`src/sv/rbf_pkg.sv`:
```
// ----------------------------------------------------------------------------
// rbf_pkg
// Shared types and constants for the radial brush falloff weight core.
// ----------------------------------------------------------------------------
package rbf_pkg;

  localparam int CoordW   = 16;
  localparam int DiffW    = CoordW + 1;
  localparam int SqW      = 2 * CoordW;
  localparam int D2W      = SqW + 1;
  localparam int TrialW   = SqW + 1;
  localparam int RootW    = CoordW;
  localparam int MagW     = 15;
  localparam int ProdW    = MagW + CoordW;
  localparam int QuotW    = MagW;
  localparam int CfgIdxW  = 3;

  localparam int MidDepth = 4;
  localparam int MidPtrW  = 2;
  localparam int MidCntW  = 3;

  localparam int OutDepth = 2;
  localparam int OutPtrW  = 1;
  localparam int OutCntW  = 2;

  localparam logic signed [CoordW-1:0] HardMax = 16'sd16384;
  localparam logic signed [CoordW-1:0] HardMin = -16'sd16384;

  localparam logic signed [CoordW-1:0] ResetCenterX = 16'sd0;
  localparam logic signed [CoordW-1:0] ResetCenterY = 16'sd0;
  localparam logic [CoordW-1:0]        ResetInner   = 16'd80;
  localparam logic [CoordW-1:0]        ResetOuter   = 16'd160;
  localparam logic signed [CoordW-1:0] ResetHard    = 16'sd16384;

  typedef enum logic [CfgIdxW-1:0] {
    REG_CENTER_X     = 3'd0,
    REG_CENTER_Y     = 3'd1,
    REG_INNER_RADIUS = 3'd2,
    REG_OUTER_RADIUS = 3'd3,
    REG_HARDNESS     = 3'd4
  } cfg_reg_t;

  typedef enum logic [1:0] {
    CLS_ZERO = 2'd0,
    CLS_CORE = 2'd1,
    CLS_RAMP = 2'd2
  } wclass_t;

  typedef struct packed {
    logic signed [CoordW-1:0] center_x;
    logic signed [CoordW-1:0] center_y;
    logic [CoordW-1:0]        inner_radius;
    logic [CoordW-1:0]        outer_radius;
    logic [SqW-1:0]           inner_sq;
    logic [SqW-1:0]           outer_sq;
    logic                     enable;
    logic [CoordW-1:0]        span;
    logic signed [CoordW-1:0] hard;
    logic [MagW-1:0]          hard_mag;
    logic                     hard_neg;
  } brush_cfg_t;

  typedef struct packed {
    wclass_t        cls;
    logic           hit;
    logic [SqW-1:0] d2;
  } mid_entry_t;

  typedef struct packed {
    logic signed [CoordW-1:0] weight;
    logic                     hit;
  } out_entry_t;

endpackage

```
`src/sv/rbf_mid_queue.sv`:
```
// ----------------------------------------------------------------------------
// rbf_mid_queue
// Short queue between the classifying front and the arithmetic back.
// ----------------------------------------------------------------------------
module rbf_mid_queue
  import rbf_pkg::*;
(
  input  logic       clk,
  input  logic       rst,
  input  logic       wr_en,
  input  mid_entry_t wr_entry,
  output logic       full,
  output logic       rd_valid,
  output mid_entry_t rd_entry,
  input  logic       rd_en
);

  mid_entry_t         mem [0:MidDepth-1];
  logic [MidPtrW-1:0] wr_ptr;
  logic [MidPtrW-1:0] rd_ptr;
  logic [MidCntW-1:0] count;

  assign full     = (count == MidCntW'(MidDepth));
  assign rd_valid = (count != '0);
  assign rd_entry = mem[rd_ptr];

  always_ff @(posedge clk) begin
    if (rst) begin
      wr_ptr <= '0;
      rd_ptr <= '0;
      count  <= '0;
    end else begin
      if (wr_en) begin
        wr_ptr <= wr_ptr + MidPtrW'(1);
      end
      if (rd_en) begin
        rd_ptr <= rd_ptr + MidPtrW'(1);
      end
      if (wr_en && !rd_en) begin
        count <= count + MidCntW'(1);
      end else if (rd_en && !wr_en) begin
        count <= count - MidCntW'(1);
      end
    end
  end

  always_ff @(posedge clk) begin
    if (wr_en) begin
      mem[wr_ptr] <= wr_entry;
    end
  end

endmodule

```
`config.mk`:
```
export PLATFORM = sky130hd
export DESIGN_NAME = rbf_mid_queue
export DESIGN_NICKNAME = d
export VERILOG_FILES = /design/src/sv/rbf_pkg.sv /design/src/sv/rbf_mid_queue.sv
export SDC_FILE = /design/constraint.sdc
export NUM_CORES = 1
export LEC_CHECK = 0
export ABC_AREA = 1
export ABC_CLOCK_PERIOD_IN_PS = 2020
export BUFFER_PORTS_ARGS = -buffer_cell sky130_fd_sc_hd__buf_2
export CORE_UTILIZATION = 40
export DETAILED_ROUTE_END_ITERATION = 12
export PLACE_DENSITY = 0.69
export SLEW_MARGIN = 20
export SYNTH_ARGS = -nofsm -noshare
export SYNTH_HDL_FRONTEND = slang
export SYNTH_SLANG_ARGS = --single-unit
```
`constraint.sdc`:
```
create_clock -name clk -period 2.02 [get_ports clk]
set_clock_uncertainty 0.05 [all_clocks]
set_input_delay 0.202 -clock clk [delete_from_list [all_inputs] [get_ports clk]]
set_output_delay 0.202 -clock clk [all_outputs]
set_load 0.01 [all_outputs]
```
Yosys cells after proc, flatten, opt, wreduce, memory -nomap -nowiden --
Memories as Yosys holds them, arrays and structs flattened. A register that Yosys moved wholly into a read port is not among the register bits. Cells that the tools add are included. Widths: inputs -> output; s select.
Cells by class: $add $sub $neg 4, equality and inequality tests 1, muxes and demuxes 6, reduce and logical (&&, ||, !) cells 6
Operators with widths (number):
- $mux 3 | 2
- $add 2x1->2 const B | 2
- $mux 2 | 2
- $add 3x1->3 const B | 1
- $eq 3x3->1 const B | 1
- $reduce_bool 3->1 | 1
- $sub 3x1->3 const B | 1
- $logic_and 1x1->1 | 2
- $logic_not 1->1 | 2
- $mux 1 | 2
- $reduce_bool 2->1 | 1
Storage, ports and cells: register bits 7, memory bits (writable) 140, bits of input ports 39, memories 1
Memory list:
- mem | depth 4, width 35, read ports 1, clocked after Yosys merged registers in 1, write ports 1, line rbf_mid_queue.sv:18 | mid_entry_t mem [0:MidDepth-1];

Depth between registers and ports, before layout --
depth after elaboration 4, depth in mapped cells 10, mapped depth without buffers 10

Worst setup path after synthesis --
No wires, ideal clock.
path type register -> register, start point register wr_ptr[0], end point memory mem[2][0] (netlist name) (enable), arrival 1279 ps, data required time 1580 ps, path slack 301 ps, stages on the path, launching flop included 5, path buffers 0, cell sequence dfxtp_1 -> inv_1 -> ha_1 -> nand2_1 -> inv_1
RTL lines:
- from (decl) | line rbf_mid_queue.sv:19 | logic [MidPtrW-1:0] wr_ptr;
- from (signal assigned) | line rbf_mid_queue.sv:34 | wr_ptr <= wr_ptr + MidPtrW'(1);
- to (decl) | line rbf_mid_queue.sv:18
Straight into the memory's write port.

==> impl_metrics.csv <==
group,metric,value,unit
setup_path,crit_family,"buffers and inverters",
setup_path,max_stage_delay,0.42,ns
pwr,p_clk_share,44.6,%
global_route,antenna_found_initial,0,
setup_path,critical_path.startpoint_type,"register",
clocking,htree_levels,4,
setup_path,worst-path-stages,4,
setup_path,r2r_cells,4,
clocking,clock_sinks,149,
placement,post-dp-hpwl,7.081,mm
layout,drive_gt1_share,23.64,%
global_route,grt.total_usage,17.10,%
layout,final_common_cell,"edfxtp_1",
placement,placed_cell_area,6221,um2
route,via_per_inst,5.047,
global_route,grt_pass1_vias,3599,
layout,fin_area,7258,um2
logic_synthesis,synth_warnings,0,
pwr,pwr-share-seq,46.2,%
hold_path,hold_class,"in -> reg",
setup_path,crit_slowest_cell,"dfxtp_2",
logic_synthesis,syn_inst,397,
pwr,vdd_drop_max,619.5,uV
placement,gp_congestion,0.7401,
status,status,"completed",
layout,final_util,53.95,%
setup_path,arrival,1.68,ns
floorplan,rows,42,
floorplan,core,13450,um2
setup_path,critPathKind,"reg -> out",
setup_path,path_buf_inv,2,
logic_synthesis,syn_nets,442,
route,drtIter0Drc,219,
floorplan,fp.dieW,120.6,um
sta,hold_viol_final,0,
clocking,cts_buffers,17,
floorplan,die_h,120.6,um
floorplan,io_pins,76,
route,num_vias,3578,
clocking,clockBufferDepth,2,
sta,fin_crit_sh,95.47,%
clocking,cts_tree,"built",
logic_synthesis,ys_seq_area_share,77.94,%
route,ant_nets,0,
sta,maxClockFrequency,0.5185,GHz
placement,pre_cts_ws,0.4192,ns
sta,finalMaxSlewViolations,0,
sta,period_minus_slack,1.929,ns
global_route,grt_pass1_wl,18.46,mm
logic_synthesis,syn-cell-area,5625,um2
sta,rsz0062_at_grt,"true",
logic_synthesis,synth.distinct_cells,20,
layout,syn2layout_area_growth,29.03,%
setup_path,required,1.77,ns
pwr,combPwrFrac,9.2,%
layout,layout_common_cells,"140 x edfxtp_1, 77 x nor2_1, 75 x buf_2, 54 x o21ai_0, 36 x dlygate4sd3_1",
setup_path,path_max_fanout,27,
sta,setup_slack,0.09141,ns
pwr,p_sw,1.655,mW
clocking,post_cts_buffers,0,
pwr,p_leak,2.650,nW
floorplan,die_area,14540,um2
route,drc,0,
route,dr.pass1.iters,5,
layout,antennaDiodeCount,0,
sta,max_slew_margin,71.91,%
layout,nFillCells,1133,
global_route,grt_max_degree,44,
logic_synthesis,ys_ff_latch,149,
pwr,switching_share,21.45,%
route,drt_wl_total,11.81,mm
logic_synthesis,syn_avg_cell_area,14.17,um2
sta,tightest_slew,0.4207,ns
sta,finalSetupViolations,0,
pwr,internal_power,6.062,mW
route,wl_per_cell,16.66,um
placement,port_buffers,75,
global_route,grt_overflow,0,
hold_path,whs_path_depth,4,
setup_path,worstPathCellList,"buf_4 > o21ai_1 > o22ai_1 > buf_2",
setup_path,setup.worst_path.end_class,"primary output",
run,max-cap-violations,0,
clocking,ctsRootBufferMaster,"clkbuf_16",
pwr,power,7.717,mW
clocking,clkTransAtPathRegs,0.06,ns
pwr,powerDensity,1063,nW/um2
layout,nets,565,
clocking,clock_latency,0.41,ns
floorplan,start_util,41.82,%
-- path summary, 6_finish.rpt --
check                  to      start  slack, ns
min              register      rd_en        0.1
max          rd_entry[25]   register       0.09
min reg2reg     rd_ptr[1]  rd_ptr[1]       0.47
max reg2reg    mem[3][30]  wr_ptr[0]       0.51
-- final cells by class --
class / count / area [um2] / share of cell area (%)
clock buffers: 21 / 460.4 / 6.344
inverters: 17 / 73.82 / 1.017
repair buffers: 125 / 877.1 / 12.08
clock inverters: 11 / 197.7 / 2.724
flip-flops and latches: 149 / 4385 / 60.42
multi-input cells: 210 / 1044 / 14.38
well taps: 176 / 220.2 / 3.034
-- power by group through the flow --
stage / combinational [mW] / sequential (mW) / clock, mW
5_1_grt: 0.786 / 3.58 / 3.61
2_1_floorplan: 0.371 / 3.62 / 0
3_5_place_dp: 0.654 / 3.63 / 0
4_1_cts: 0.714 / 3.57 / 3.47
6_report: 0.709 / 3.57 / 3.44
3_3_place_gp: 0.633 / 3.62 / 0
-- routing by layer --
metal / global-route usage [%] / vias up / wire [um]
met4: 6.250 / 0 / 98
met2: 27.80 / 106 / 5704
met3: 4.670 / 10 / 597
met1: 21.97 / 1744 / 5413
li1: - / 1718 / -
met5: 0 / - / 0
-- worst min-delay path, stage by stage --
cell and delay (ns):
buf_2 0.11, nand2_1 0.05, inv_1 0.10, nor2_1 0.06
-- through the flow --
stage | hold WS (ns) | instances | TNS [ns]
final | 0.09925 | 709 | 0
after global routing | 0.1094 | 709 | -0.01068
after CTS | 0.07218 | 709 | 0
after detailed placement | 0.3388 | 641 | 0
after global placement | 0.3323 | 641 | 0
after floorplan | 0.2244 | 397 | 0
-- synthesized netlist by cell type --
cell / n / share of area, %
nand2_1: 10 / 0.67
buf_4: 8 / 1.1
edfxtp_1: 140 / 75
a21oi_1: 3 / 0.27
nor2_1: 77 / 5.1
o21ai_0: 54 / 4.8
inv_1: 15 / 1.0
inv_2: 1 / 0.067
nor3_1: 1 / 0.089
buf_6: 1 / 0.20
nand3_1: 1 / 0.089
o22ai_1: 35 / 3.9
o21ai_1: 21 / 1.9
buf_2: 12 / 1.1
nand4_1: 1 / 0.11
ha_1: 5 / 1.1
xor2_1: 1 / 0.16
inv_4: 1 / 0.11
fa_1: 1 / 0.36
dfxtp_1: 9 / 3.2
-- logic make-up after synthesis --
family	share of synthesized area, %
buffers and inverters	3.514
adders and majority gates	1.468
AOI/OAI and AO/OA	10.83
DFF	77.94
xor gates and xnor gates	0.1557
and+or+nand+nor	6.094
-- flip-flops by register name (all words and copies together) (netlist names), named ones only --
| signal | count |
|---|---|
| count | 3 |
| mem | 140 |
| rd_ptr | 2 |
| wr_ptr | 2 |
-- timing repair --
item	in CTS	in global routing
hold endpoints to repair	141	0
cloned	0	0
hold buffers	36	0
resized for setup	2	5
endpoints found under the setup margin	2	9
Power figures use the tool's default switching activity.
