File: src/sv/rbf_pkg.sv
// ----------------------------------------------------------------------------
// rbf_pkg
// Shared types and constants for the radial brush falloff weight core.
// ----------------------------------------------------------------------------
package rbf_pkg;

  localparam int CoordW   = 16;
  localparam int DiffW    = CoordW + 1;
  localparam int SqW      = 2 * CoordW;
  localparam int D2W      = SqW + 1;
  localparam int TrialW   = SqW + 1;
  localparam int RootW    = CoordW;
  localparam int MagW     = 15;
  localparam int ProdW    = MagW + CoordW;
  localparam int QuotW    = MagW;
  localparam int CfgIdxW  = 3;

  localparam int MidDepth = 4;
  localparam int MidPtrW  = 2;
  localparam int MidCntW  = 3;

  localparam int OutDepth = 2;
  localparam int OutPtrW  = 1;
  localparam int OutCntW  = 2;

  localparam logic signed [CoordW-1:0] HardMax = 16'sd16384;
  localparam logic signed [CoordW-1:0] HardMin = -16'sd16384;

  localparam logic signed [CoordW-1:0] ResetCenterX = 16'sd0;
  localparam logic signed [CoordW-1:0] ResetCenterY = 16'sd0;
  localparam logic [CoordW-1:0]        ResetInner   = 16'd80;
  localparam logic [CoordW-1:0]        ResetOuter   = 16'd160;
  localparam logic signed [CoordW-1:0] ResetHard    = 16'sd16384;

  typedef enum logic [CfgIdxW-1:0] {
    REG_CENTER_X     = 3'd0,
    REG_CENTER_Y     = 3'd1,
    REG_INNER_RADIUS = 3'd2,
    REG_OUTER_RADIUS = 3'd3,
    REG_HARDNESS     = 3'd4
  } cfg_reg_t;

  typedef enum logic [1:0] {
    CLS_ZERO = 2'd0,
    CLS_CORE = 2'd1,
    CLS_RAMP = 2'd2
  } wclass_t;

  typedef struct packed {
    logic signed [CoordW-1:0] center_x;
    logic signed [CoordW-1:0] center_y;
    logic [CoordW-1:0]        inner_radius;
    logic [CoordW-1:0]        outer_radius;
    logic [SqW-1:0]           inner_sq;
    logic [SqW-1:0]           outer_sq;
    logic                     enable;
    logic [CoordW-1:0]        span;
    logic signed [CoordW-1:0] hard;
    logic [MagW-1:0]          hard_mag;
    logic                     hard_neg;
  } brush_cfg_t;

  typedef struct packed {
    wclass_t        cls;
    logic           hit;
    logic [SqW-1:0] d2;
  } mid_entry_t;

  typedef struct packed {
    logic signed [CoordW-1:0] weight;
    logic                     hit;
  } out_entry_t;

endpackage

File: src/sv/rbf_front.sv
// ----------------------------------------------------------------------------
// rbf_front
// Takes points, forms the squared distance and classifies core, ramp or zero.
// ----------------------------------------------------------------------------
module rbf_front
  import rbf_pkg::*;
(
  input  logic                     clk,
  input  logic                     rst,
  input  logic                     push,
  input  logic                     advance,
  input  brush_cfg_t               cfg,
  input  logic signed [CoordW-1:0] point_x,
  input  logic signed [CoordW-1:0] point_y,
  output logic                     out_valid,
  output mid_entry_t               out_entry
);

  logic                    s1_valid;
  logic signed [DiffW-1:0] s1_dx;
  logic signed [DiffW-1:0] s1_dy;

  logic                    s2_valid;
  logic [SqW-1:0]          s2_sq_x;
  logic [SqW-1:0]          s2_sq_y;

  logic                    s3_valid;
  logic [D2W-1:0]          s3_d2;

  logic signed [2*DiffW-1:0] prod_x;
  logic signed [2*DiffW-1:0] prod_y;
  logic                      in_core;
  logic                      in_ramp;
  logic                      in_outer;

  assign prod_x = s1_dx * s1_dx;
  assign prod_y = s1_dy * s1_dy;

  assign in_core  = cfg.enable && (s3_d2 <= {1'b0, cfg.inner_sq});
  assign in_ramp  = cfg.enable && !in_core && (s3_d2 < {1'b0, cfg.outer_sq});
  assign in_outer = s3_d2 <= {1'b0, cfg.outer_sq};

  always_ff @(posedge clk) begin
    if (rst) begin
      s1_valid  <= 1'b0;
      s2_valid  <= 1'b0;
      s3_valid  <= 1'b0;
      out_valid <= 1'b0;
    end else if (advance) begin
      s1_valid  <= push;
      s2_valid  <= s1_valid;
      s3_valid  <= s2_valid;
      out_valid <= s3_valid;
    end
  end

  always_ff @(posedge clk) begin
    if (advance) begin
      s1_dx   <= {point_x[CoordW-1], point_x} - {cfg.center_x[CoordW-1], cfg.center_x};
      s1_dy   <= {point_y[CoordW-1], point_y} - {cfg.center_y[CoordW-1], cfg.center_y};
      s2_sq_x <= prod_x[SqW-1:0];
      s2_sq_y <= prod_y[SqW-1:0];
      s3_d2   <= {1'b0, s2_sq_x} + {1'b0, s2_sq_y};
      out_entry.d2  <= s3_d2[SqW-1:0];
      out_entry.hit <= in_outer;
      if (in_core) begin
        out_entry.cls <= CLS_CORE;
      end else if (in_ramp) begin
        out_entry.cls <= CLS_RAMP;
      end else begin
        out_entry.cls <= CLS_ZERO;
      end
    end
  end

endmodule

File: config.mk
export PLATFORM = sky130hd
export DESIGN_NAME = rbf_front
export DESIGN_NICKNAME = d
export VERILOG_FILES = /design/src/sv/rbf_pkg.sv /design/src/sv/rbf_front.sv
export SDC_FILE = /design/constraint.sdc
export NUM_CORES = 2
export LEC_CHECK = 0
export BUFFER_PORTS_ARGS = -buffer_cell sky130_fd_sc_hd__buf_2
export CELL_PAD_IN_SITES_DETAIL_PLACEMENT = 1
export CELL_PAD_IN_SITES_GLOBAL_PLACEMENT = 1
export CORE_MARGIN = 3
export CORE_UTILIZATION = 45
export CTS_BUF_LIST = sky130_fd_sc_hd__clkbuf_8
export CTS_CLUSTER_SIZE = 10
export DETAILED_ROUTE_END_ITERATION = 6
export MAX_ROUTING_LAYER = met4
export PLACE_DENSITY_LB_ADDON = 0.1
export SKIP_LAST_GASP = 1
export SYNTH_ARGS = -nofsm -noshare
export SYNTH_HDL_FRONTEND = slang
export SYNTH_SLANG_ARGS = --single-unit
File: constraint.sdc
create_clock -name clk -period 10.5 [get_ports clk]
set_clock_uncertainty 0.05 [all_clocks]
set_input_delay 1.575 -clock clk [delete_from_list [all_inputs] [get_ports clk]]
set_output_delay 1.575 -clock clk [all_outputs]
set_load 0.01 [all_outputs]
# Yosys cells after proc, flatten, opt, wreduce, memory -nomap -nowiden
# Index checks and enable logic that the tools add are counted.
# classes
n_lt_le_gt_ge	3
n_mul	2
add_sub_neg	3
reduce_logical	4
n_mux	1
# op_table
cell	count
33-bit by 32-bit <= comparator with 1-bit output	2
17-bit by 17-bit multiplier with 32-bit output	2
16-bit by 16-bit subtractor with 17-bit output	2
32-bit by 32-bit adder with 33-bit output	1
33-bit by 32-bit less-than comparator with 1-bit output	1
1-bit logical AND	3
2-bit two-way mux	1
1-bit zero test	1
# word_totals
out_inout_bits	36
word_cells	25
register_bits	170
in_bits	213

# Longest topological paths before layout
# depth
word_depth	6
mapped_depth	24
depth_no_buf	23

# Least setup slack after synthesis
# OpenSTA, ideal clock, no wires.
# synth_path
path_type	reg-to-reg
start	register s1_dx[16]
end	register s2_sq_x[31] (data pin)
arrival_time_ns	6.021
stages_incl_launch_ff	22
setup_time_ns	0.260
slack_ns	4.169
required_time_ns	10.190
n_path_buf	2
synth_period_minus_slack_ns	6.331
cell_sequence	edfxtp_1 clkbuf_1 clkbuf_1 nand2_1 fa_1 inv_1 fa_1 inv_1 fa_1 fa_1 fa_1 fa_1 inv_1 ha_1 a21o_1 a211oi_1 o211ai_1 a31oi_1 o21ai_0 a31o_2 a21oi_1 xnor2_1
# synth_between
elab_chain_len	1
# synth_lines
item	line	text
start, declared	rbf_front.sv:20	logic signed [DiffW-1:0] s1_dx;
start signal, assigned	rbf_front.sv:59	s1_dx <= {point_x[CoordW-1], point_x} - {cfg.center_x[CoordW-1], cfg.center_x};
17-bit by 17-bit multiplier with 32-bit output	rbf_front.sv:36	assign prod_x = s1_dx * s1_dx;
net prod_x[31]	rbf_front.sv:30	logic signed [2*DiffW-1:0] prod_x;
end signal, assigned	rbf_front.sv:61	s2_sq_x <= prod_x[SqW-1:0];
end, declared	rbf_front.sv:24	logic [SqW-1:0] s2_sq_x;
# The timed path passes the listed nets, and every way through them passes these cells.
# A chain may end at the register's enable or synchronous reset.

# Worst setup path in the final report
# layout_path
start	register s1_dx[5]
end	register s2_sq_x[31] (data pin)
# The elaborated chain is that of the path after synthesis.

==> results.md <==
- The number of routed nets with antenna violations is 0.
- The final hold slack is about 0.45 ns.
- Setup violations remaining at the end of the flow were counted as 0.
- The number of max-slew violations in the final report is 0.
- The worst hold path belongs to the class register to register.
- The post-CTS setup-driven buffer insertion count is 0.
- The final layout contains routed wiring with a total length of 69.2 mm.
- The total overflow left after global routing is 0.
- The first-pass GRT wire length is 116 mm.
- At the placement stage, the worst setup path has a slack of roughly 3 ns.
- In this run, post-CTS hold repair placed 0 buffers.
- Headroom to the max-slew limit came out at 22.6%.
- In the routed layout, each cell is associated on average with a via count of approximately 5.
- After synthesis, the share of flip-flops with an asynchronous set or reset is 0%.
- The last weighted congestion value of the routability-driven placer is 0.861.
- The number of enable flip-flop cells after synthesis is between 150 and 200.
- The number of global-route vias before repair is ~23k.
- The tree is rooted in a sky130_fd_sc_hd__clkbuf_8.
- The area added between synthesis and finish is 7.69%.
- The critical setup path kind is register to register.
- During I/O placement, the number of pins put on the boundary was between 200 and 250.
- In this run the vertical extent of the chip is 257 um.
- Entering global routing, the biggest net connects around 110 pins.
- The worst setup path is captured at a register.
- Port buffering added 168 buffers.
- The mean instance size in the synthesized netlist is 9.91 sq um.
- The floorplan has 91 rows.
- The fraction of the yosys area taken by sequential cells is 17.6%.
- TritonCTS built the clock tree.
- The count of H-tree levels built during CTS is 4.
- Among all flip-flop cells after synthesis, the most frequent one is sky130_fd_sc_hd__edfxtp_1.
- The detailed-route via count is 19.5k.
- The final standard cell utilization of the core is 49.2%.
- The TritonCTS sink count is roughly 170.
- The share of synthesized area in the top cell type comes to 36.3%.
- The overall track demand over capacity in global routing is 22.6%.
- The final number of hold-violating endpoints came to 0.
- The routed length per placed instance is 17.9 um.
- The total of fill cells in the finished design is ~7.1k.
- The capture point of the worst path is s2_sq_x[31].
- For this run, the number of Yosys warnings is 0.
- The arrival time at the worst endpoint is 7.71 ns.
- The number of iterations in the first detailed-routing pass is 4.
- At the pin with the least slew margin, the transition time is 1.16 ns.
- The total area inside the core boundary comes to between 60000 and 70000 sq um.
- The cell area after technology mapping is ~28000 sq um.
- In the final timing run, aggregate negative setup slack is 0 ns.
- After synthesis, the cell types taking the most area are sky130_fd_sc_hd__fa_1 36%, sky130_fd_sc_hd__edfxtp_1 17%, sky130_fd_sc_hd__ha_1 13%.
- Clock-pin slew was measured on the worst setup and hold paths at about 0.1 ns.
- The critical path starts at s1_dx[5].
- Setup repair after global routing left no endpoint under its margin.
- STA classifies the critical path startpoint as a register.
- Post-CTS repair changed the size of 0 cells.
- The clock buffer count from CTS is 17.
- Across the run, the number of max-cap violations was 0.
- The total number of nets in the final design is between 4k and 5k.
- The clock period minus final worst setup slack is 7.47 ns.
- The number of unique standard cell types used by synthesis is 66.
- The insertion delay of the later-clocked pin in the worst-skew pair is 0.56 ns.
- The fraction of the cycle the final worst path needs is 71.2%.
- In the routed design, unresolved DRC markers number 0.
- The number of DRC violations after detailed-routing iteration 0 is 718.
- The initial standard-cell utilization of the core is a little under half.
- The overall die width is ~260 um.
- The flop-to-flop setup slack is 3.03 ns.
- For this run, the top clock speed supported by timing is 0.134 GHz.
- The number of antenna violations at the first check in global routing is 1.
- The wire-length estimate of the detail-placed layout is a little under 60 mm.
- The flow ran to the end, and the final reports show no timing, DRC or antenna violations.
- Of all cell types, the one taking the most synthesized area is sky130_fd_sc_hd__fa_1.
- The number of nets handed over by synthesis was between 3k and 4k.
- The number of synthesized register bits is 168.
- The worst flop-to-flop path startpoint is s1_dx[5].
- The most frequent cell after synthesis is sky130_fd_sc_hd__inv_1.
- The commonest cells after synthesis are 793 x sky130_fd_sc_hd__inv_1, 514 x sky130_fd_sc_hd__fa_1, 293 x sky130_fd_sc_hd__ha_1.
- The endpoint required time on the critical path is 10.74 ns.
- In the final layout, the share of cells above drive strength 1 is 7.78%.
- The capturing point of the worst reg2reg path is s2_sq_x[31].
- In the post-route analysis, the smallest setup slack over all paths is 3.03 ns.
- The number of cells on the worst reg-to-reg path is 19.
- The worst-path maximum fanout is 19.
- In this run the deepest clock path goes through 2 buffers.
- The synthesized instance count is 2863.
- The full die area is approximately 66000 sq um.
## logic make-up after synthesis
kind of cell | share of synthesized area (%)
muxes | 0.221
AOI/OAI and AO/OA | 7.37
buffers and inverters | 11.2
adders and majority gates | 49.2
xor gates and xnor gates | 4.08
and+or+nand+nor | 10.3
DFF | 17.6
## per-stage QoR
stage	cells	instance area, sq um
after floorplan	2863	28400
after global placement	3825	30100
after detailed placement	3825	30100
after CTS	3857	30500
after global routing	3858	30500
final	3858	30500
## worst max-delay path, cell delays in order, from the launching register on
cell and delay, ns:
sky130_fd_sc_hd__edfxtp_1 0.96, sky130_fd_sc_hd__nand2_1 0.30, sky130_fd_sc_hd__fa_1 0.64, sky130_fd_sc_hd__inv_1 0.07, sky130_fd_sc_hd__fa_1 0.62, sky130_fd_sc_hd__inv_1 0.22, sky130_fd_sc_hd__fa_1 0.56, sky130_fd_sc_hd__fa_1 0.58
sky130_fd_sc_hd__fa_1 0.43, sky130_fd_sc_hd__fa_1 0.49, sky130_fd_sc_hd__inv_1 0.04, sky130_fd_sc_hd__ha_1 0.36, sky130_fd_sc_hd__a21o_1 0.21, sky130_fd_sc_hd__a211oi_1 0.34, sky130_fd_sc_hd__o211ai_1 0.15, sky130_fd_sc_hd__a31oi_1 0.40
sky130_fd_sc_hd__o21ai_0 0.26, sky130_fd_sc_hd__a31o_2 0.28, sky130_fd_sc_hd__a21oi_1 0.17, sky130_fd_sc_hd__xnor2_1 0.08
## area by class of cell
type | count | area, sq um | area share (%)
antenna | 1 | 2.50 | 0.00819
clock buffer | 17 | 234 | 0.766
clock inverter | 15 | 186 | 0.610
inverter | 793 | 2980 | 9.74
multi-input combinational | 1852 | 20200 | 66.1
sequential | 168 | 5000 | 16.4
tap | 837 | 1050 | 3.43
timing repair buffer | 175 | 900 | 2.95
## flip-flops by register name, indices dropped and copies added, names as in the netlist
signal,cells
s2_valid,1
out_entry,35
s1_dx,17
s2_sq_x,31
s1_dy,17
out_valid,1
s2_sq_y,31
s1_valid,1
s3_valid,1
s3_d2,33
## per-layer routing
layer | vias to the layer above | share of wire [%] | track usage [%]
met5 | - | 0 | -
met4 | 0 | 1.4 | 4.71
met3 | 60 | 3.1 | 2.31
met2 | 309 | 50 | 39.1
met1 | 10025 | 46 | 29.0
li1 | 9139 | - | -
## how the worst min path moves through the flow
stage | start | endpoint | slack, ns | cells after the start
6_report | s3_d2[0] | out_entry[0] | 0.45 | 0
5_1_grt | out_valid | out_valid | 0.48 | 2
4_1_cts | s3_d2[0] | out_entry[0] | 0.46 | 0
3_5_place_dp | s3_d2[0] | out_entry[0] | 0.42 | 0
3_3_place_gp | out_valid | out_valid | 0.42 | 2
2_1_floorplan | s3_d2[0] | out_entry[0] | 0.38 | 0
## layout by cell type (no fill, tap or decap), types with 15 or more instances in the layout
cell type                  netlist  final
sky130_fd_sc_hd__nor2b_1        40     40
sky130_fd_sc_hd__nand2_1       214    214
sky130_fd_sc_hd__buf_2           0    167
sky130_fd_sc_hd__o21ai_0        55     55
sky130_fd_sc_hd__ha_1          293    293
sky130_fd_sc_hd__and3_1         15     15
sky130_fd_sc_hd__xnor2_1       103    103
sky130_fd_sc_hd__nand4_1        15     15
sky130_fd_sc_hd__clkbuf_8        0     17
sky130_fd_sc_hd__nor2_1         88     88
sky130_fd_sc_hd__inv_1         793    793
sky130_fd_sc_hd__or3_1          16     16
sky130_fd_sc_hd__a211oi_1       22     22
sky130_fd_sc_hd__and2_1        114    114
sky130_fd_sc_hd__nor3_1         30     30
sky130_fd_sc_hd__fa_1          514    514
sky130_fd_sc_hd__a21oi_1        90     90
sky130_fd_sc_hd__xor2_1         29     29
sky130_fd_sc_hd__o21a_1         21     21
sky130_fd_sc_hd__edfxtp_1      164    164
sky130_fd_sc_hd__nand3_1        25     25
sky130_fd_sc_hd__a21o_1         46     46
Power is not shown: default switching activity piles up to over one toggle a cycle in this logic, so the estimate is an artifact.
