$ cat config.mk
export PLATFORM = sky130hd
export DESIGN_NAME = rbf_back
export DESIGN_NICKNAME = d
export VERILOG_FILES = /design/src/sv/rbf_pkg.sv /design/src/sv/rbf_back.sv
export SDC_FILE = /design/constraint.sdc
export NUM_CORES = 2
export LEC_CHECK = 0
export ABC_AREA = 1
export BUFFER_PORTS_ARGS = -buffer_cell sky130_fd_sc_hd__buf_4
export CAP_MARGIN = 20
export CELL_PAD_IN_SITES_DETAIL_PLACEMENT = 0
export CELL_PAD_IN_SITES_GLOBAL_PLACEMENT = 1
export CORE_MARGIN = 10
export CORE_UTILIZATION = 44
export CTS_CLUSTER_SIZE = 25
export DETAILED_ROUTE_END_ITERATION = 16
export PLACE_DENSITY_LB_ADDON = 0.1
export SYNTH_ARGS = -nofsm -noshare
export SYNTH_HDL_FRONTEND = slang
export SYNTH_SLANG_ARGS = --single-unit
export TNS_END_PERCENT = 100
$ cat constraint.sdc
create_clock -name clk -period 10.5 [get_ports clk]
set_clock_uncertainty 0.15 [all_clocks]
set_input_delay 2.1 -clock clk [delete_from_list [all_inputs] [get_ports clk]]
set_output_delay 2.1 -clock clk [all_outputs]
set_load 0.02 [all_outputs]
$ cat src/sv/rbf_pkg.sv
// ----------------------------------------------------------------------------
// rbf_pkg
// Shared types and constants for the radial brush falloff weight core.
// ----------------------------------------------------------------------------
package rbf_pkg;

  localparam int CoordW   = 16;
  localparam int DiffW    = CoordW + 1;
  localparam int SqW      = 2 * CoordW;
  localparam int D2W      = SqW + 1;
  localparam int TrialW   = SqW + 1;
  localparam int RootW    = CoordW;
  localparam int MagW     = 15;
  localparam int ProdW    = MagW + CoordW;
  localparam int QuotW    = MagW;
  localparam int CfgIdxW  = 3;

  localparam int MidDepth = 4;
  localparam int MidPtrW  = 2;
  localparam int MidCntW  = 3;

  localparam int OutDepth = 2;
  localparam int OutPtrW  = 1;
  localparam int OutCntW  = 2;

  localparam logic signed [CoordW-1:0] HardMax = 16'sd16384;
  localparam logic signed [CoordW-1:0] HardMin = -16'sd16384;

  localparam logic signed [CoordW-1:0] ResetCenterX = 16'sd0;
  localparam logic signed [CoordW-1:0] ResetCenterY = 16'sd0;
  localparam logic [CoordW-1:0]        ResetInner   = 16'd80;
  localparam logic [CoordW-1:0]        ResetOuter   = 16'd160;
  localparam logic signed [CoordW-1:0] ResetHard    = 16'sd16384;

  typedef enum logic [CfgIdxW-1:0] {
    REG_CENTER_X     = 3'd0,
    REG_CENTER_Y     = 3'd1,
    REG_INNER_RADIUS = 3'd2,
    REG_OUTER_RADIUS = 3'd3,
    REG_HARDNESS     = 3'd4
  } cfg_reg_t;

  typedef enum logic [1:0] {
    CLS_ZERO = 2'd0,
    CLS_CORE = 2'd1,
    CLS_RAMP = 2'd2
  } wclass_t;

  typedef struct packed {
    logic signed [CoordW-1:0] center_x;
    logic signed [CoordW-1:0] center_y;
    logic [CoordW-1:0]        inner_radius;
    logic [CoordW-1:0]        outer_radius;
    logic [SqW-1:0]           inner_sq;
    logic [SqW-1:0]           outer_sq;
    logic                     enable;
    logic [CoordW-1:0]        span;
    logic signed [CoordW-1:0] hard;
    logic [MagW-1:0]          hard_mag;
    logic                     hard_neg;
  } brush_cfg_t;

  typedef struct packed {
    wclass_t        cls;
    logic           hit;
    logic [SqW-1:0] d2;
  } mid_entry_t;

  typedef struct packed {
    logic signed [CoordW-1:0] weight;
    logic                     hit;
  } out_entry_t;

endpackage

$ cat src/sv/rbf_back.sv
// ----------------------------------------------------------------------------
// rbf_back
// Square root, ramp product and divide pipelines, then the result queue.
// ----------------------------------------------------------------------------
module rbf_back
  import rbf_pkg::*;
(
  input  logic                     clk,
  input  logic                     rst,
  input  brush_cfg_t               cfg,
  input  logic                     in_valid,
  input  mid_entry_t               in_entry,
  output logic                     in_pop,
  output logic                     empty,
  input  logic                     pop,
  output logic signed [CoordW-1:0] weight,
  output logic                     inside_res
);

  typedef struct packed {
    logic             valid;
    wclass_t          cls;
    logic             hit;
    logic [SqW-1:0]   rem;
    logic [RootW-1:0] root;
  } sq_stage_t;

  typedef struct packed {
    logic             valid;
    wclass_t          cls;
    logic             hit;
    logic [RootW-1:0] diff;
  } df_stage_t;

  typedef struct packed {
    logic             valid;
    wclass_t          cls;
    logic             hit;
    logic [ProdW-1:0] rem;
    logic [QuotW-1:0] quot;
  } dv_stage_t;

  sq_stage_t sq [0:RootW];
  df_stage_t df;
  dv_stage_t dv [0:QuotW];

  out_entry_t         oq [0:OutDepth-1];
  logic [OutPtrW-1:0] oq_wr;
  logic [OutPtrW-1:0] oq_rd;
  logic [OutCntW-1:0] oq_count;

  logic                     advance;
  logic                     oq_push;
  logic                     oq_pop;
  logic [ProdW-1:0]         prod;
  logic signed [CoordW-1:0] weight_next;

  assign advance = (oq_count != OutCntW'(OutDepth));
  assign in_pop  = advance && in_valid;

  always_ff @(posedge clk) begin
    if (rst) begin
      sq[0].valid <= 1'b0;
    end else if (advance) begin
      sq[0].valid <= in_valid;
      sq[0].cls   <= in_entry.cls;
      sq[0].hit   <= in_entry.hit;
      sq[0].rem   <= in_entry.d2;
      sq[0].root  <= '0;
    end
  end

  for (genvar k = 0; k < RootW; k++) begin : g_sqrt
    localparam int Bit = RootW - 1 - k;
    logic [TrialW-1:0] trial;
    logic              take;

    assign trial = (TrialW'(sq[k].root) << (Bit + 1)) + (TrialW'(1) << (2 * Bit));
    assign take  = {1'b0, sq[k].rem} >= trial;

    always_ff @(posedge clk) begin
      if (rst) begin
        sq[k+1].valid <= 1'b0;
      end else if (advance) begin
        sq[k+1].valid <= sq[k].valid;
        sq[k+1].cls   <= sq[k].cls;
        sq[k+1].hit   <= sq[k].hit;
        if (take) begin
          sq[k+1].rem  <= sq[k].rem - trial[SqW-1:0];
          sq[k+1].root <= sq[k].root | (RootW'(1) << Bit);
        end else begin
          sq[k+1].rem  <= sq[k].rem;
          sq[k+1].root <= sq[k].root;
        end
      end
    end
  end

  always_ff @(posedge clk) begin
    if (rst) begin
      df.valid <= 1'b0;
    end else if (advance) begin
      df.valid <= sq[RootW].valid;
      df.cls   <= sq[RootW].cls;
      df.hit   <= sq[RootW].hit;
      df.diff  <= cfg.outer_radius - sq[RootW].root;
    end
  end

  assign prod = ProdW'(cfg.hard_mag) * ProdW'(df.diff);

  always_ff @(posedge clk) begin
    if (rst) begin
      dv[0].valid <= 1'b0;
    end else if (advance) begin
      dv[0].valid <= df.valid;
      dv[0].cls   <= df.cls;
      dv[0].hit   <= df.hit;
      dv[0].rem   <= prod;
      dv[0].quot  <= '0;
    end
  end

  for (genvar k = 0; k < QuotW; k++) begin : g_div
    localparam int Bit = QuotW - 1 - k;
    logic [ProdW-1:0] dsor;
    logic             take;

    assign dsor = ProdW'(cfg.span) << Bit;
    assign take = dv[k].rem >= dsor;

    always_ff @(posedge clk) begin
      if (rst) begin
        dv[k+1].valid <= 1'b0;
      end else if (advance) begin
        dv[k+1].valid <= dv[k].valid;
        dv[k+1].cls   <= dv[k].cls;
        dv[k+1].hit   <= dv[k].hit;
        if (take) begin
          dv[k+1].rem  <= dv[k].rem - dsor;
          dv[k+1].quot <= dv[k].quot | (QuotW'(1) << Bit);
        end else begin
          dv[k+1].rem  <= dv[k].rem;
          dv[k+1].quot <= dv[k].quot;
        end
      end
    end
  end

  always_comb begin
    unique case (dv[QuotW].cls)
      CLS_CORE: weight_next = cfg.hard;
      CLS_RAMP: begin
        if (cfg.hard_neg) begin
          weight_next = -$signed({1'b0, dv[QuotW].quot});
        end else begin
          weight_next = $signed({1'b0, dv[QuotW].quot});
        end
      end
      default: weight_next = '0;
    endcase
  end

  assign oq_push    = advance && dv[QuotW].valid;
  assign empty      = (oq_count == '0);
  assign oq_pop     = pop && !empty;
  assign weight     = oq[oq_rd].weight;
  assign inside_res = oq[oq_rd].hit;

  always_ff @(posedge clk) begin
    if (rst) begin
      oq_wr    <= '0;
      oq_rd    <= '0;
      oq_count <= '0;
    end else begin
      if (oq_push) begin
        oq_wr <= oq_wr + OutPtrW'(1);
      end
      if (oq_pop) begin
        oq_rd <= oq_rd + OutPtrW'(1);
      end
      if (oq_push && !oq_pop) begin
        oq_count <= oq_count + OutCntW'(1);
      end else if (oq_pop && !oq_push) begin
        oq_count <= oq_count - OutCntW'(1);
      end
    end
  end

  always_ff @(posedge clk) begin
    if (oq_push) begin
      oq[oq_wr].weight <= weight_next;
      oq[oq_wr].hit    <= dv[QuotW].hit;
    end
  end

endmodule

* Word-level counts from Yosys, hierarchy flattened
Memory sizes are Yosys's and may differ from the RTL's. A register that Yosys moved wholly into a read port is not among the register bits.
Cells that the tools add are included.
** Operators by class
- Add/sub/neg operators :: 53
- Multipliers :: 1
- Magnitude comparators :: 31
- Equality and inequality tests :: 3
- Mux-type cells :: 356
- Bitwise logic cells :: 96
- Reductions and logical operators :: 11
** Operator list (number)
- two-way mux 32 bit :: 16
- two-way mux 31 bit :: 15
- two-way mux 1 bit :: 290
- two-way mux 16 bit :: 17
- two-way mux 15 bit :: 15
- OR 1 bit :: 95
- subtractor 32 bit :: 2
- adder 32 x 31 -> 33 bit, second input constant :: 1
- >= comparator 32 x 33 -> 1 bit :: 1
- adder 31 x 29 -> 32 bit, second input constant :: 1
- >= comparator 32 x 18 -> 1 bit :: 1
- >= comparator 32 x 19 -> 1 bit :: 1
- >= comparator 32 x 20 -> 1 bit :: 1
- >= comparator 32 x 21 -> 1 bit :: 1
- >= comparator 32 x 22 -> 1 bit :: 1
- >= comparator 32 x 23 -> 1 bit :: 1
- >= comparator 32 x 24 -> 1 bit :: 1
- >= comparator 32 x 25 -> 1 bit :: 1
- >= comparator 32 x 26 -> 1 bit :: 1
- >= comparator 32 x 27 -> 1 bit :: 1
- >= comparator 32 x 28 -> 1 bit :: 1
- >= comparator 32 x 29 -> 1 bit :: 1
- >= comparator 32 x 30 -> 1 bit :: 1
- >= comparator 32 x 31 -> 1 bit :: 1
- other kinds (76) :: 84
** Word-level totals
- Register bits :: 24
- Bits in writable memories :: 1718
- Input bits :: 216
- Output and inout bits :: 19
- Logic and storage cells :: 561
- Memories :: 3
** Memory list
- sq :: words 17, width 52, rd ports 17, clocked after Yosys merged registers in 0, write ports 17, line rbf_back.sv:43 : sq_stage_t sq [0:RootW];
- dv :: words 16, width 50, rd ports 16, clocked after Yosys merged registers in 0, write ports 16, line rbf_back.sv:45 : dv_stage_t dv [0:QuotW];
- oq :: words 2, width 17, rd ports 1, clocked after Yosys merged registers in 1, write ports 1, line rbf_back.sv:47 : out_entry_t oq [0:OutDepth-1];

* Logic depth before layout (Yosys ltp)
An unclocked memory read counts as a cell.
- Depth in word-level cells :: 8
- Depth in mapped cells :: 27
- Gate-level depth less buffers :: 25

* Worst setup path before layout
No wires, ideal clock.
- Kind :: input to register
- Start :: in rst
- End :: mem sq[14][37] (netlist bit) (data pin)
- Library setup time :: 0.259 ns
- Data arrival time :: 10.445 ns
- Data required time :: 10.091 ns
- Setup slack :: -0.354 ns
- Stages on the path :: 8
- Buffers on the path :: 2
- Cell sequence :: inv_1 nand2_4 inv_4 buf_6 nand4_1 a21oi_4 buf_2 a21oi_1
** RTL lines
- start, declared :: line rbf_back.sv:9 : input logic rst,
- end, declared :: line rbf_back.sv:43

==> impl_metrics.json <==
{
  "dominantRegCellSynth": "edfxtp_1",
  "cts_buffer_depth": 3,
  "routed_wl_um": 258000,
  "dp_cells": 13900,
  "die_area_um2": 227000,
  "syn-num-nets": 12000,
  "port_buffers": 121,
  "antenna_found_initial": 4,
  "hold_slack_ps": 252,
  "synth_seq_area_share_pct": 46.7,
  "r2r.worst_path.cells": 22,
  "drtAntennaViolNets": 0,
  "post_cts_resized": 0,
  "rsz0062_at_grt": "no",
  "synthCells": 11000,
  "ir_drop_v": 0.000791,
  "timing.fmax_mhz": 144,
  "syn_avg_cell_area_um2": 8.28,
  "cap_violations": 0,
  "dp_slack_ps": 2730,
  "clkLatencyLatePin_ps": 830,
  "endpoint_kind": "flop",
  "slew_violations": 0,
  "fin_crit_sh_pct": 66.4,
  "path_clk_slew_ps": 60,
  "critical_path.max_stage_delay_ps": 540,
  "ios": 235,
  "area_growth_pct": 10.6,
  "holdCritPathClass": "reg2reg",
  "crit_type": "in2reg",
  "firstDrtPassIters": 7,
  "routed_via_density": 5.07,
  "gr-total-overflow": 0,
  "grt_use_total_pct": 22.4,
  "cp_cell_sequence": "buf_4, nand2_1, inv_1, fa_1, inv_1, fa_1, inv_1, fa_1, inv_1, fa_1, inv_1, fa_1, inv_1, fa_1, inv_1, ha_1, nand2_1, nor2_1, nand2_1, o211ai_1, nand3_1, nand2_1, xor2_1",
  "clkSinkCount": 1424,
  "cpLargestDelayFamily": "adder cells",
  "grt_most_used_layer": "met2",
  "met2_usage_pct": 35.1,
  "p_per_area_nw_per_um2": 365,
  "start_util_pct": 44.2,
  "nNetsFinal": 12200,
  "dpl_cell_area_um2": 95600,
  "fp-row-count": 167,
  "synth_edf_count": 1418,
  "status": "finished, final reports clean",
  "place_congestion": 0.944,
  "cp.required_ps": 11000,
  "synth_warnings": 0,
  "crit_arrival_ps": 7470,
  "p_leak_nw": 47.3,
  "crit_slowest_cell": "fa_1",
  "htree_levels": 4,
  "wl_per_cell_um": 18.2,
  "crit_cells": 23,
  "synthDistinctLibCells": 56,
  "hold_depth": 0,
  "grtUsageMet3_pct": 2.98,
  "synth_area_um2": 91500,
  "hpwl_um": 200000,
  "setup_tns_ps": 0,
  "ys_seq_elements": 1424,
  "crit_fanout": 16,
  "synth-async-reset-ratio_pct": 0,
  "worst_pin_slew_ps": 1010,
  "drc_errors": 0,
  "dieHeight_um": 476,
  "grt_start_max_net_pins": 155,
  "relSlewSlack_pct": 32.4,
  "gr-usage-met1_pct": 32.4,
  "cts_tree": "built",
  "worstPathBufferInverterCount": 8,
  "fp.dieW_um": 476,
  "final_layout_size_suffix_gt1_share_pct": 4.60,
  "cts_buffers": 162,
  "total_power_mw": 37.0,
  "fin_cells": 14200,
  "grt_pass1_wl_um": 397000,
  "final_cell_area_um2": 101000,
  "finish.utilization_pct": 48.9,
  "coreArea_um2": 207000,
  "fillers": 20000,
  "vias": 71900,
  "root_buffer": "clkbuf_16",
  "finalSetupViolations": 0,
  "fin_crit_ps": 6970,
  "critPathMostFrequentCell": "inv_1",
  "hold_buffers": 0,
  "startpoint_type": "primary input",
  "fin_ws_ps": 3530,
  "drt_iter0_markers": 5546,
  "final_hold_viol_count": 0,
  "post_cts_buffers": 0,
  "grt_pass1_vias": 68500
}
-- cells by family (layout without fill, tap and decap cells) --
logic type | after synthesis | after routing | share of synthesized area, %
compound gates | 748 | 748 | 4.28
xor+xnor | 286 | 286 | 2.74
fa+ha+maj | 699 | 699 | 11.2
buf+inv | 2035 | 2368 | 8.61
flops | 1424 | 1424 | 46.7
mux | 17 | 17 | 0.209
other cells | 0 | 3 | 0
simple gates | 5836 | 5836 | 26.3
-- area by class of cell --
cell class	instances	area [um2]	area share [%]
repair buffers	168	1310	1.29
inverters	1900	7150	7.07
clock inverters	126	1490	1.47
clock buffers	174	4100	4.05
multi-input cells	7586	40900	40.5
flip-flops and latches	1424	42700	42.2
diodes	3	7.51	0.00742
well taps	2788	3490	3.45
-- report_power, final --
part | internal (mW) | switching [mW]
Combinational | 6.79 | 13.4
Sequential | 9.40 | 1.54
Clock | 3.36 | 2.47
-- path summary, 6_finish.rpt --
kind | endpoint | startpoint | slack, ps
worst min-delay path | dv[1][60]$_DFFE_PP_ | dv[1][10]$_DFFE_PP_ | 250
worst max register to register | dv[0][34]$_DFFE_PP_ | df[8]$_DFFE_PP_ | 4230
worst min register to register | dv[1][60]$_DFFE_PP_ | dv[1][10]$_DFFE_PP_ | 250
worst max-delay path | dv[0][34]$_DFFE_PP_ | cfg[6] | 3530
-- cell usage after synthesis (132+ instances only) --
cell type,number,area share [%]
o21ai_0,211,1.2
xor2_1,208,2.0
inv_1,1888,7.7
nand3_1,684,3.7
nand4_1,188,1.3
nor3_1,132,0.72
edfxtp_1,1418,47
a21oi_1,465,2.5
nand2_1,3666,15
fa_1,195,4.3
ha_1,504,6.9
nor2_1,974,4.0
-- worst register-to-register path, cell delays in order, from the launching register on --
cell	delay, ps
edfxtp_1	740
nand2_1	190
inv_1	80
fa_1	550
inv_1	50
fa_1	470
inv_1	50
fa_1	500
inv_1	50
fa_1	480
inv_1	60
fa_1	540
inv_1	70
fa_1	530
inv_1	40
ha_1	380
nand2_1	130
nor2_1	250
nand2_1	90
o211ai_1	240
nand3_1	130
nand2_1	100
xor2_1	250
-- cell usage in the layout (no fill, tap or decap), types with 163 or more instances in the layout --
cell type	n
nand3_1	684
ha_1	504
buf_4	163
nand4_1	188
a21oi_1	465
o21ai_0	211
inv_1	1888
edfxtp_1	1418
nand2_1	3666
nor2_1	972
fa_1	195
xor2_1	208
-- sequential cells by signal (all words and copies together), names as in the netlist, named ones only --
| name | count |
|---|---|
| oq_rd | 1 |
| oq_count | 2 |
| oq | 34 |
| sq | 716 |
| dv | 649 |
| oq_wr | 1 |
| df | 20 |
-- metal layers --
metal	vias up	share of wire [%]
met1	33700	48
met3	364	5.0
li1	36000	-
met2	1743	44
met5	-	0
met4	0	3.0
(Power assumes the default switching activity.)
